[config.mk]
export PLATFORM = sky130hd
export DESIGN_NAME = vfsa_fmul
export DESIGN_NICKNAME = d
export VERILOG_FILES = /design/src/vfsa_pkg.sv /design/src/vfsa_fmul.sv
export SDC_FILE = /design/constraint.sdc
export NUM_CORES = 2
export LEC_CHECK = 0
export ABC_AREA = 1
export BUFFER_PORTS_ARGS = -buffer_cell sky130_fd_sc_hd__buf_2
export CORE_ASPECT_RATIO = 0.7
export CORE_UTILIZATION = 62
export CTS_CLUSTER_DIAMETER = 30
export CTS_CLUSTER_SIZE = 40
export DETAILED_ROUTE_END_ITERATION = 6
export GPL_TIMING_DRIVEN = 0
export PLACE_DENSITY = 0.91
export SLEW_MARGIN = 15
export SYNTH_ARGS = -nofsm -noshare
export SYNTH_HDL_FRONTEND = slang
export SYNTH_SLANG_ARGS = --single-unit
[constraint.sdc]
create_clock -name clk -period 20.7 [get_ports clk]
set_clock_uncertainty 0.2 [all_clocks]
set_input_delay 1.035 -clock clk [delete_from_list [all_inputs] [get_ports clk]]
set_output_delay 1.035 -clock clk [all_outputs]
set_load 0.02 [all_outputs]
[src/vfsa_pkg.sv]
// Package for the four-lane single-precision SIMD ALU.
// Holds payload types, operation codes and the binary32 datapath helpers.
// No dependencies.
package vfsa_pkg;

    localparam logic [2:0] FUNC_ADD   = 3'd0;
    localparam logic [2:0] FUNC_SUB   = 3'd1;
    localparam logic [2:0] FUNC_MUL   = 3'd2;
    localparam logic [2:0] FUNC_SCALE = 3'd3;
    localparam logic [2:0] FUNC_DOT   = 3'd4;

    localparam logic [31:0] QNAN_BITS = 32'h7FC0_0000;
    localparam logic [30:0] INF_MAG   = 31'h7F80_0000;

    typedef struct packed {
        logic [2:0]  func;
        logic [31:0] a_lane0;
        logic [31:0] a_lane1;
        logic [31:0] a_lane2;
        logic [31:0] a_lane3;
        logic [31:0] b_lane0;
        logic [31:0] b_lane1;
        logic [31:0] b_lane2;
        logic [31:0] b_lane3;
        logic [31:0] scale_factor;
    } req_t;

    typedef struct packed {
        logic [31:0] r_lane0;
        logic [31:0] r_lane1;
        logic [31:0] r_lane2;
        logic [31:0] r_lane3;
        logic [31:0] dot_sum;
    } rsp_t;

    // Wide unrounded value: either a finished special result or sign*sig*2^exp
    typedef struct packed {
        logic               spec;
        logic [31:0]        spec_val;
        logic               sign;
        logic signed [11:0] exp;
        logic [63:0]        sig;
    } fp_wide_t;

    function automatic logic is_nan(input logic [31:0] x);
        return x[30:0] > INF_MAG;
    endfunction

    function automatic logic is_inf(input logic [31:0] x);
        return x[30:0] == INF_MAG;
    endfunction

    function automatic logic is_zero(input logic [31:0] x);
        return x[30:0] == 31'd0;
    endfunction

    function automatic logic [23:0] unp_sig(input logic [31:0] x);
        return {(x[30:23] != 8'd0), x[22:0]};
    endfunction

    function automatic logic signed [11:0] unp_exp(input logic [31:0] x);
        logic signed [11:0] e;
        if (x[30:23] == 8'd0)
            e = -12'sd149;
        else
            e = $signed({4'b0, x[30:23]}) - 12'sd150;
        return e;
    endfunction

    function automatic logic [49:0] shr_jam50(input logic [49:0] x, input logic [11:0] n);
        logic [49:0] mask;
        logic [49:0] r;
        if (n >= 12'd50) begin
            r = {49'd0, (x != 50'd0)};
        end
        else begin
            mask = (50'd1 << n[5:0]) - 50'd1;
            r = (x >> n[5:0]) | {49'd0, ((x & mask) != 50'd0)};
        end
        return r;
    endfunction

    function automatic logic [63:0] shr_jam64(input logic [63:0] x, input logic [11:0] n);
        logic [63:0] mask;
        logic [63:0] r;
        if (n >= 12'd64) begin
            r = {63'd0, (x != 64'd0)};
        end
        else begin
            mask = (64'd1 << n[5:0]) - 64'd1;
            r = (x >> n[5:0]) | {63'd0, ((x & mask) != 64'd0)};
        end
        return r;
    endfunction

    // Multiply front end: specials and the exact 48-bit significand product
    function automatic fp_wide_t mul_front(input logic [31:0] a, input logic [31:0] b);
        fp_wide_t r;
        r = '0;
        r.sign = a[31] ^ b[31];
        if (is_nan(a) || is_nan(b)) begin
            r.spec = 1'b1;
            r.spec_val = QNAN_BITS;
        end
        else if (is_inf(a) || is_inf(b)) begin
            r.spec = 1'b1;
            if (is_zero(a) || is_zero(b))
                r.spec_val = QNAN_BITS;
            else
                r.spec_val = {a[31] ^ b[31], INF_MAG};
        end
        else if (is_zero(a) || is_zero(b)) begin
            r.spec = 1'b1;
            r.spec_val = {a[31] ^ b[31], 31'd0};
        end
        else begin
            r.sig = {16'd0, 48'(unp_sig(a)) * 48'(unp_sig(b))};
            r.exp = unp_exp(a) + unp_exp(b);
        end
        return r;
    endfunction

    // Add front end: specials, alignment with sticky, and the exact sum
    function automatic fp_wide_t add_front(input logic [31:0] a, input logic [31:0] b);
        fp_wide_t           r;
        logic [49:0]        ma;
        logic [49:0]        mb;
        logic [50:0]        m;
        logic signed [11:0] ea;
        logic signed [11:0] eb;
        logic signed [11:0] d;
        logic signed [11:0] e;
        r = '0;
        ma = {unp_sig(a), 26'd0};
        mb = {unp_sig(b), 26'd0};
        ea = unp_exp(a);
        eb = unp_exp(b);
        d = ea - eb;
        m = '0;
        e = ea;
        if (is_nan(a) || is_nan(b)) begin
            r.spec = 1'b1;
            r.spec_val = QNAN_BITS;
        end
        else if (is_inf(a) && is_inf(b)) begin
            r.spec = 1'b1;
            r.spec_val = (a[31] == b[31]) ? a : QNAN_BITS;
        end
        else if (is_inf(a)) begin
            r.spec = 1'b1;
            r.spec_val = a;
        end
        else if (is_inf(b)) begin
            r.spec = 1'b1;
            r.spec_val = b;
        end
        else if (is_zero(a) && is_zero(b)) begin
            r.spec = 1'b1;
            r.spec_val = {a[31] & b[31], 31'd0};
        end
        else if (is_zero(a)) begin
            r.spec = 1'b1;
            r.spec_val = b;
        end
        else if (is_zero(b)) begin
            r.spec = 1'b1;
            r.spec_val = a;
        end
        else begin
            if (d >= 12'sd0) begin
                mb = shr_jam50(mb, d);
                e = ea;
            end
            else begin
                ma = shr_jam50(ma, -d);
                e = eb;
            end
            if (a[31] == b[31]) begin
                m = {1'b0, ma} + {1'b0, mb};
                r.sign = a[31];
            end
            else if (ma >= mb) begin
                m = {1'b0, ma} - {1'b0, mb};
                r.sign = a[31];
            end
            else begin
                m = {1'b0, mb} - {1'b0, ma};
                r.sign = b[31];
            end
            if (m == 51'd0) begin
                r.spec = 1'b1;
                r.spec_val = 32'd0;
            end
            r.sig = {13'd0, m};
            r.exp = e - 12'sd26;
        end
        return r;
    endfunction

    // Bring the leading one to bit 63
    function automatic fp_wide_t norm(input fp_wide_t x);
        fp_wide_t   r;
        logic [6:0] lz;
        r = x;
        lz = '0;
        for (int i = 0; i < 64; i++) begin
            if (x.sig[i])
                lz = 7'(63 - i);
        end
        if (!x.spec) begin
            r.sig = x.sig << lz[5:0];
            r.exp = x.exp - $signed({5'd0, lz});
        end
        return r;
    endfunction

    // Round a normalized value to nearest even, with gradual underflow
    function automatic logic [31:0] round_pack(input fp_wide_t x);
        logic signed [11:0] e;
        logic [63:0]        sig;
        logic [24:0]        mant;
        logic [39:0]        rem;
        logic [31:0]        bits;
        logic [31:0]        r;
        e = x.exp + 12'sd190;
        sig = x.sig;
        if (x.spec) begin
            r = x.spec_val;
        end
        else if (e >= 12'sd255) begin
            r = {x.sign, INF_MAG};
        end
        else begin
            if (e <= 12'sd0) begin
                sig = shr_jam64(sig, 12'sd1 - e);
                e = 12'sd1;
            end
            mant = {1'b0, sig[63:40]};
            rem = sig[39:0];
            if (rem > 40'h80_0000_0000 || (rem == 40'h80_0000_0000 && mant[0]))
                mant = mant + 25'd1;
            bits = ((32'(e) - 32'd1) << 23) + 32'(mant);
            if (bits >= {1'b0, INF_MAG})
                bits = {1'b0, INF_MAG};
            r = {x.sign, bits[30:0]};
        end
        return r;
    endfunction

endpackage

[src/vfsa_fmul.sv]
// Three-stage binary32 multiplier: product, normalize, round.
// Depends on vfsa_pkg.
module vfsa_fmul (
    input  logic        clk,
    input  logic        en,
    input  logic [31:0] a,
    input  logic [31:0] b,
    output logic [31:0] p
);
    import vfsa_pkg::*;

    fp_wide_t    prod_reg;
    fp_wide_t    norm_reg;
    logic [31:0] p_reg;

    // Advance the three stages together
    always_ff @(posedge clk)
    begin
        if (en)
        begin
            prod_reg <= mul_front(a, b);
            norm_reg <= norm(prod_reg);
            p_reg    <= round_pack(norm_reg);
        end
    end

    assign p = p_reg;
endmodule

# --- After elaboration in Yosys (flattened, before gate mapping) ---
# Cells that the tools add are included.
classes:
  bitwise_logic: 3
  n_eq_ne: 3
  reduce_logical: 15
  multipliers: 1
  n_lt_le_gt_ge: 7
  n_shift: 3
  n_addsub: 10
  n_mux: 95
ops:
  columns: ["op", "count"]
  rows:
  - ["7-bit two-way mux", 64]
  - ["64-bit two-way mux", 5]
  - ["64-bit nonzero test", 2]
  - ["12-bit two-way mux", 10]
  - ["25-bit two-way mux", 4]
  - ["32-bit two-way mux", 3]
  - ["76-bit two-way mux", 1]
  - ["64-bit bitwise AND", 1]
  - ["64-bit by 1-bit bitwise OR with 64-bit output", 1]
  - ["1-bit by 6-bit << shifter with 64-bit output, first input constant", 1]
  - ["64-bit by 6-bit << shifter with 64-bit output", 1]
  - ["64-bit by 6-bit >> shifter with 64-bit output", 1]
  - ["64-bit by 1-bit subtractor with 64-bit output, second input constant", 1]
  - ["31-bit == test, second input constant", 2]
  - ["31-bit greater-than comparator, second input constant", 2]
  - ["31-bit zero test", 2]
  - ["31-bit two-way mux", 2]
  - ["24-bit by 24-bit multiplier with 48-bit output", 1]
  - ["40-bit == test, second input constant", 1]
  - ["40-bit greater-than comparator, second input constant", 1]
  - ["9-bit two-way mux", 4]
  - ["33-bit two-way mux", 1]
  - ["32-bit by 25-bit adder with 32-bit output", 1]
  - ["32-bit by 31-bit greater-or-equal comparator with 1-bit output, second input constant", 1]
  - ["other kinds (18)", 24]
word_totals:
  reg_bits: 252

# --- Logic depth before layout (Yosys ltp) ---
logic_depth:
  ltp_word: 67
  ltp_mapped: 64

# --- Worst setup path after synthesis ---
# Ideal clock, no wire load.
synth_timing:
  kind: "in2reg"
  startpoint: "input b[9]"
  endpoint: "register prod_reg[46] (netlist bit), data pin"
  arrival_time_ns: 8.226
  slack_ns: 12.128
  cell_stages: 41
  path_buffers: 2
  setup_time_ns: 0.146
  cell_sequence: "clkbuf_1 clkbuf_1 nand2_1 fa_1 inv_1 fa_1 inv_1 fa_1 inv_1 fa_1 inv_1 fa_1 fa_1 inv_1 fa_1 ha_1 nand2_1 nor2_1 [5 not listed] inv_1 o21ai_1 a21oi_1 o21ai_1 inv_1 o21ai_1 inv_1 o21ai_1 nand3_1 nand2_1 nand3_1 nand2_1 nand3_1 nand2_1 inv_1 o31ai_1 o21ai_0 a21oi_1"
synth_between:
  elab_chain_len: 3
synth_lines:
  columns: ["item", "line", "source"]
  rows:
  - ["start, declared", "vfsa_fmul.sv:7", "input logic [31:0] b,"]
  - ["parallel branches: the longest is 3 deep, another holds 24-bit by 24-bit multiplier with 48-bit output", null, null]
  - ["end signal, assigned", "vfsa_fmul.sv:21", "prod_reg <= mul_front(a, b);"]
  - ["end, declared", "vfsa_fmul.sv:12", "fp_wide_t prod_reg;"]
# Several ways; the timed one is not identified.
# A chain may end at the register's enable or synchronous reset.

# --- Final worst setup path ---
layout_timing:
  startpoint: "register norm_reg[65] (netlist bit)"
  endpoint: "register p_reg[15] (netlist: p[15]), data pin"
layout_between:
  elab_chain_len: 24
layout_lines:
  columns: ["item", "line", "source"]
  rows:
  - ["start, declared", "vfsa_fmul.sv:13", "fp_wide_t norm_reg;"]
  - ["start signal, assigned", "vfsa_fmul.sv:22", "norm_reg <= norm(prod_reg);"]
  - ["12-bit by 9-bit adder with 12-bit output (*)", "vfsa_pkg.sv:225", "e = x.exp + 12'sd190;"]
  - ["parallel branches: the longest is 21 deep, another holds 64-bit by 1-bit subtractor with 64-bit output", null, null]
  - ["31-bit two-way mux (*)", "vfsa_pkg.sv:230", "else if (e >= 12'sd255) begin"]
  - ["32-bit two-way mux (*)", "vfsa_pkg.sv:227", "if (x.spec) begin"]
  - ["end signal, assigned", "vfsa_fmul.sv:23", "p_reg <= round_pack(norm_reg);"]
  - ["end, declared", "vfsa_fmul.sv:14", "logic [31:0] p_reg;"]
# Every way passes the cells marked *. The select of a mux whose other input is x is not followed.

==> reports/qor.csv <==
metric,value,unit
Fin. Hold Viols,0,
core area,0.0585,sq mm
CP required,20.80,ns
Num Clock Sinks,178,
"Top FF cell, synth",edfxtp_1,
max FFs per register,81,
async set-reset flop share out of synthesis,0,%
wire per inst,26.0,microns
crit path DAT,13.04,ns
clk slew on worst S/H paths,0.09,ns
"Slowest-stage cell, CP",buf_1,
input/output buffers,51,
"commonest cells after routing, fill and taps aside","nand2_1 (1344), inv_1 (1042), fa_1 (485)",
TritonRoute pass-1 iters,7,
register area share after synthesis,14.5,%
synth-to-layout area growth,5.33,%
total grt overflow,0,
die footprint,0.0604,sq mm
Post-CTS Setup Bufs,0,
Most Frequent Cell on Critical Path,nand3_1,
"Hold-fix buffers, CTS",0,
violated checks,DRC,
I/O pin count,98,
placer's final routability congestion estimate,1.20,
count of final setup violators,0,
period utilisation layout,62.5,%
Routed Antenna Nets,0,
CTS tree,built,
"flops & latches, synth",178,
"EDFF count, synth",178,
mean area per synthesized cell,7.09,sq um
root buf cell,clkbuf_16,
largest net degree at the start of global routing,107,
"Distinct cells, synth",67,
Fin Setup TNS,0,ns
via count,38700,
vias in the first global route,36800,
first-pass GRT wire length,231,mm
CP Max Fanout,10,
hpwl dp,132,mm
layout cells sized above 1,3.94,%
min cycle time layout,12.94,ns
Synthesized Nets,5947,
Starting DRT DRC Count,6590,
total track usage,52.9,%
"commonest non-fill, non-tap cell in the layout",nand2_1,
initial antenna violation count,8,
post-route DRC violation count,57,
Max Buffers Root-to-Sink,2,
status,"finished, violations left",
row cnt,74,
final slew viol count,0,
Setup crit end kind,register,
HP Class,register to register,
relative slew slack,4.12,%
crit-path max cell delay,0.89,ns
critical path class,register to register,
Post-Syn Instances,5194,
H-tree Lvls,4,
Die W,293,microns
DR vias/cell,6.37,
max cap viols,0,
Worst-Margin Slew,1.42,ns
Total Wirelength,158,mm
NumNets Final,6018,
Die H,206,microns
fill count,4979,
unrepaired setup endpoints after global routing,false,
synthesized area,0.0368,sq mm
CTS resizes,0,
yosys warns,0,
Peak Freq,77.3,MHz
Setup crit start kind,register,
TritonCTS Buffers,17,
initial core utilization,62.9,%
Clock Latency Late Sink,0.47,ns
==> per-layer routing <==
layer,track usage [%],part of all wire [%]
met1,73.1,39
met2,62.8,34
met4,14.2,3.2
met5,6.59,0.48
met3,38.1,23
==> cell families (layout without fill, tap and decap cells) <==
| group | Yosys count | in the layout | synth area share [%] |
|---|---|---|---|
| AOI/OAI and AO/OA | 655 | 655 | 9.77 |
| xor gates and xnor gates | 48 | 48 | 1.16 |
| adders and majority gates | 687 | 687 | 33.2 |
| buffers and inverters | 1354 | 1438 | 14.2 |
| DFF | 178 | 178 | 14.5 |
| muxes | 50 | 50 | 1.36 |
| other | 0 | 4 | 0 |
| and+or+nand+nor | 2222 | 2222 | 25.8 |
==> Yosys cell counts, types with 16 or more instances <==
| cell | number | share of area, % |
|---|---|---|
| o21a_1 | 16 | 0.33 |
| clkbuf_1 | 231 | 2.4 |
| o21ai_0 | 343 | 4.7 |
| a21oi_1 | 170 | 2.3 |
| inv_1 | 1042 | 11 |
| nor2_1 | 283 | 2.9 |
| o211ai_1 | 28 | 0.57 |
| nand2_1 | 1344 | 14 |
| xor2_1 | 35 | 0.83 |
| fa_1 | 485 | 26 |
| nand3_1 | 381 | 5.2 |
| ha_1 | 202 | 6.9 |
| a31oi_1 | 16 | 0.27 |
| nand4_1 | 40 | 0.68 |
| nor4_1 | 53 | 0.90 |
| nor3_1 | 42 | 0.57 |
| buf_1 | 25 | 0.25 |
| o22ai_1 | 20 | 0.34 |
| buf_2 | 17 | 0.23 |
| edfxtp_1 | 178 | 15 |
| or2_2 | 19 | 0.32 |
| mux2i_1 | 50 | 1.4 |
==> worst max-delay path: cells and delay by family (launching register included) <==
family / cells / cell delay (ns)
buffers and inverters: 14 / 3.92
and+or+nand+nor: 17 / 3.63
AOI/OAI and AO/OA: 9 / 3.22
adders and majority gates: 3 / 0.97
DFF: 1 / 0.45
xor gates and xnor gates: 2 / 0.33
==> path summary, 6_finish.rpt <==
kind / cells after the start / slack (ns) / startpoint / to
setup / recovery: 45 / 7.76 / norm_reg[65] / p[15]
hold reg to reg: 0 / 0.24 / prod_reg[76] / norm_reg[76]
setup reg to reg: 45 / 7.76 / norm_reg[65] / p[15]
hold / removal: 0 / 0.24 / prod_reg[76] / norm_reg[76]
==> stage by stage <==
step / hold WS [ns] / setup slack (ns) / util (%) / std cells / area (sq um)
5_1_grt: 0.244 / 7.66 / 66.2 / 6077 / 38800
4_1_cts: 0.239 / 9.20 / 66.2 / 6076 / 38800
3_5_place_dp: 0.206 / 9.25 / 65.1 / 6044 / 38100
2_1_floorplan: 0.200 / 12.13 / - / 5194 / 36800
6_report: 0.239 / 7.76 / 66.3 / 6080 / 38800
3_3_place_gp: 0.216 / 9.24 / 65.1 / 6043 / 38100
==> area by class of cell <==
| cell class | count | area, sq um | area share, % |
|---|---|---|---|
| plain buffers | 291 | 1230 | 3.18 |
| repair buffers | 52 | 293 | 0.755 |
| diodes | 4 | 10.0 | 0.0258 |
| flip-flops and latches | 178 | 5350 | 13.8 |
| clock buffers | 17 | 425 | 1.10 |
| inverters | 1063 | 3990 | 10.3 |
| well taps | 798 | 998 | 2.58 |
| multi-input cells | 3662 | 26300 | 67.7 |
| clock inverters | 15 | 209 | 0.539 |
Power is not shown: default switching activity piles up to over one toggle a cycle in this logic, so the estimate is an artifact.
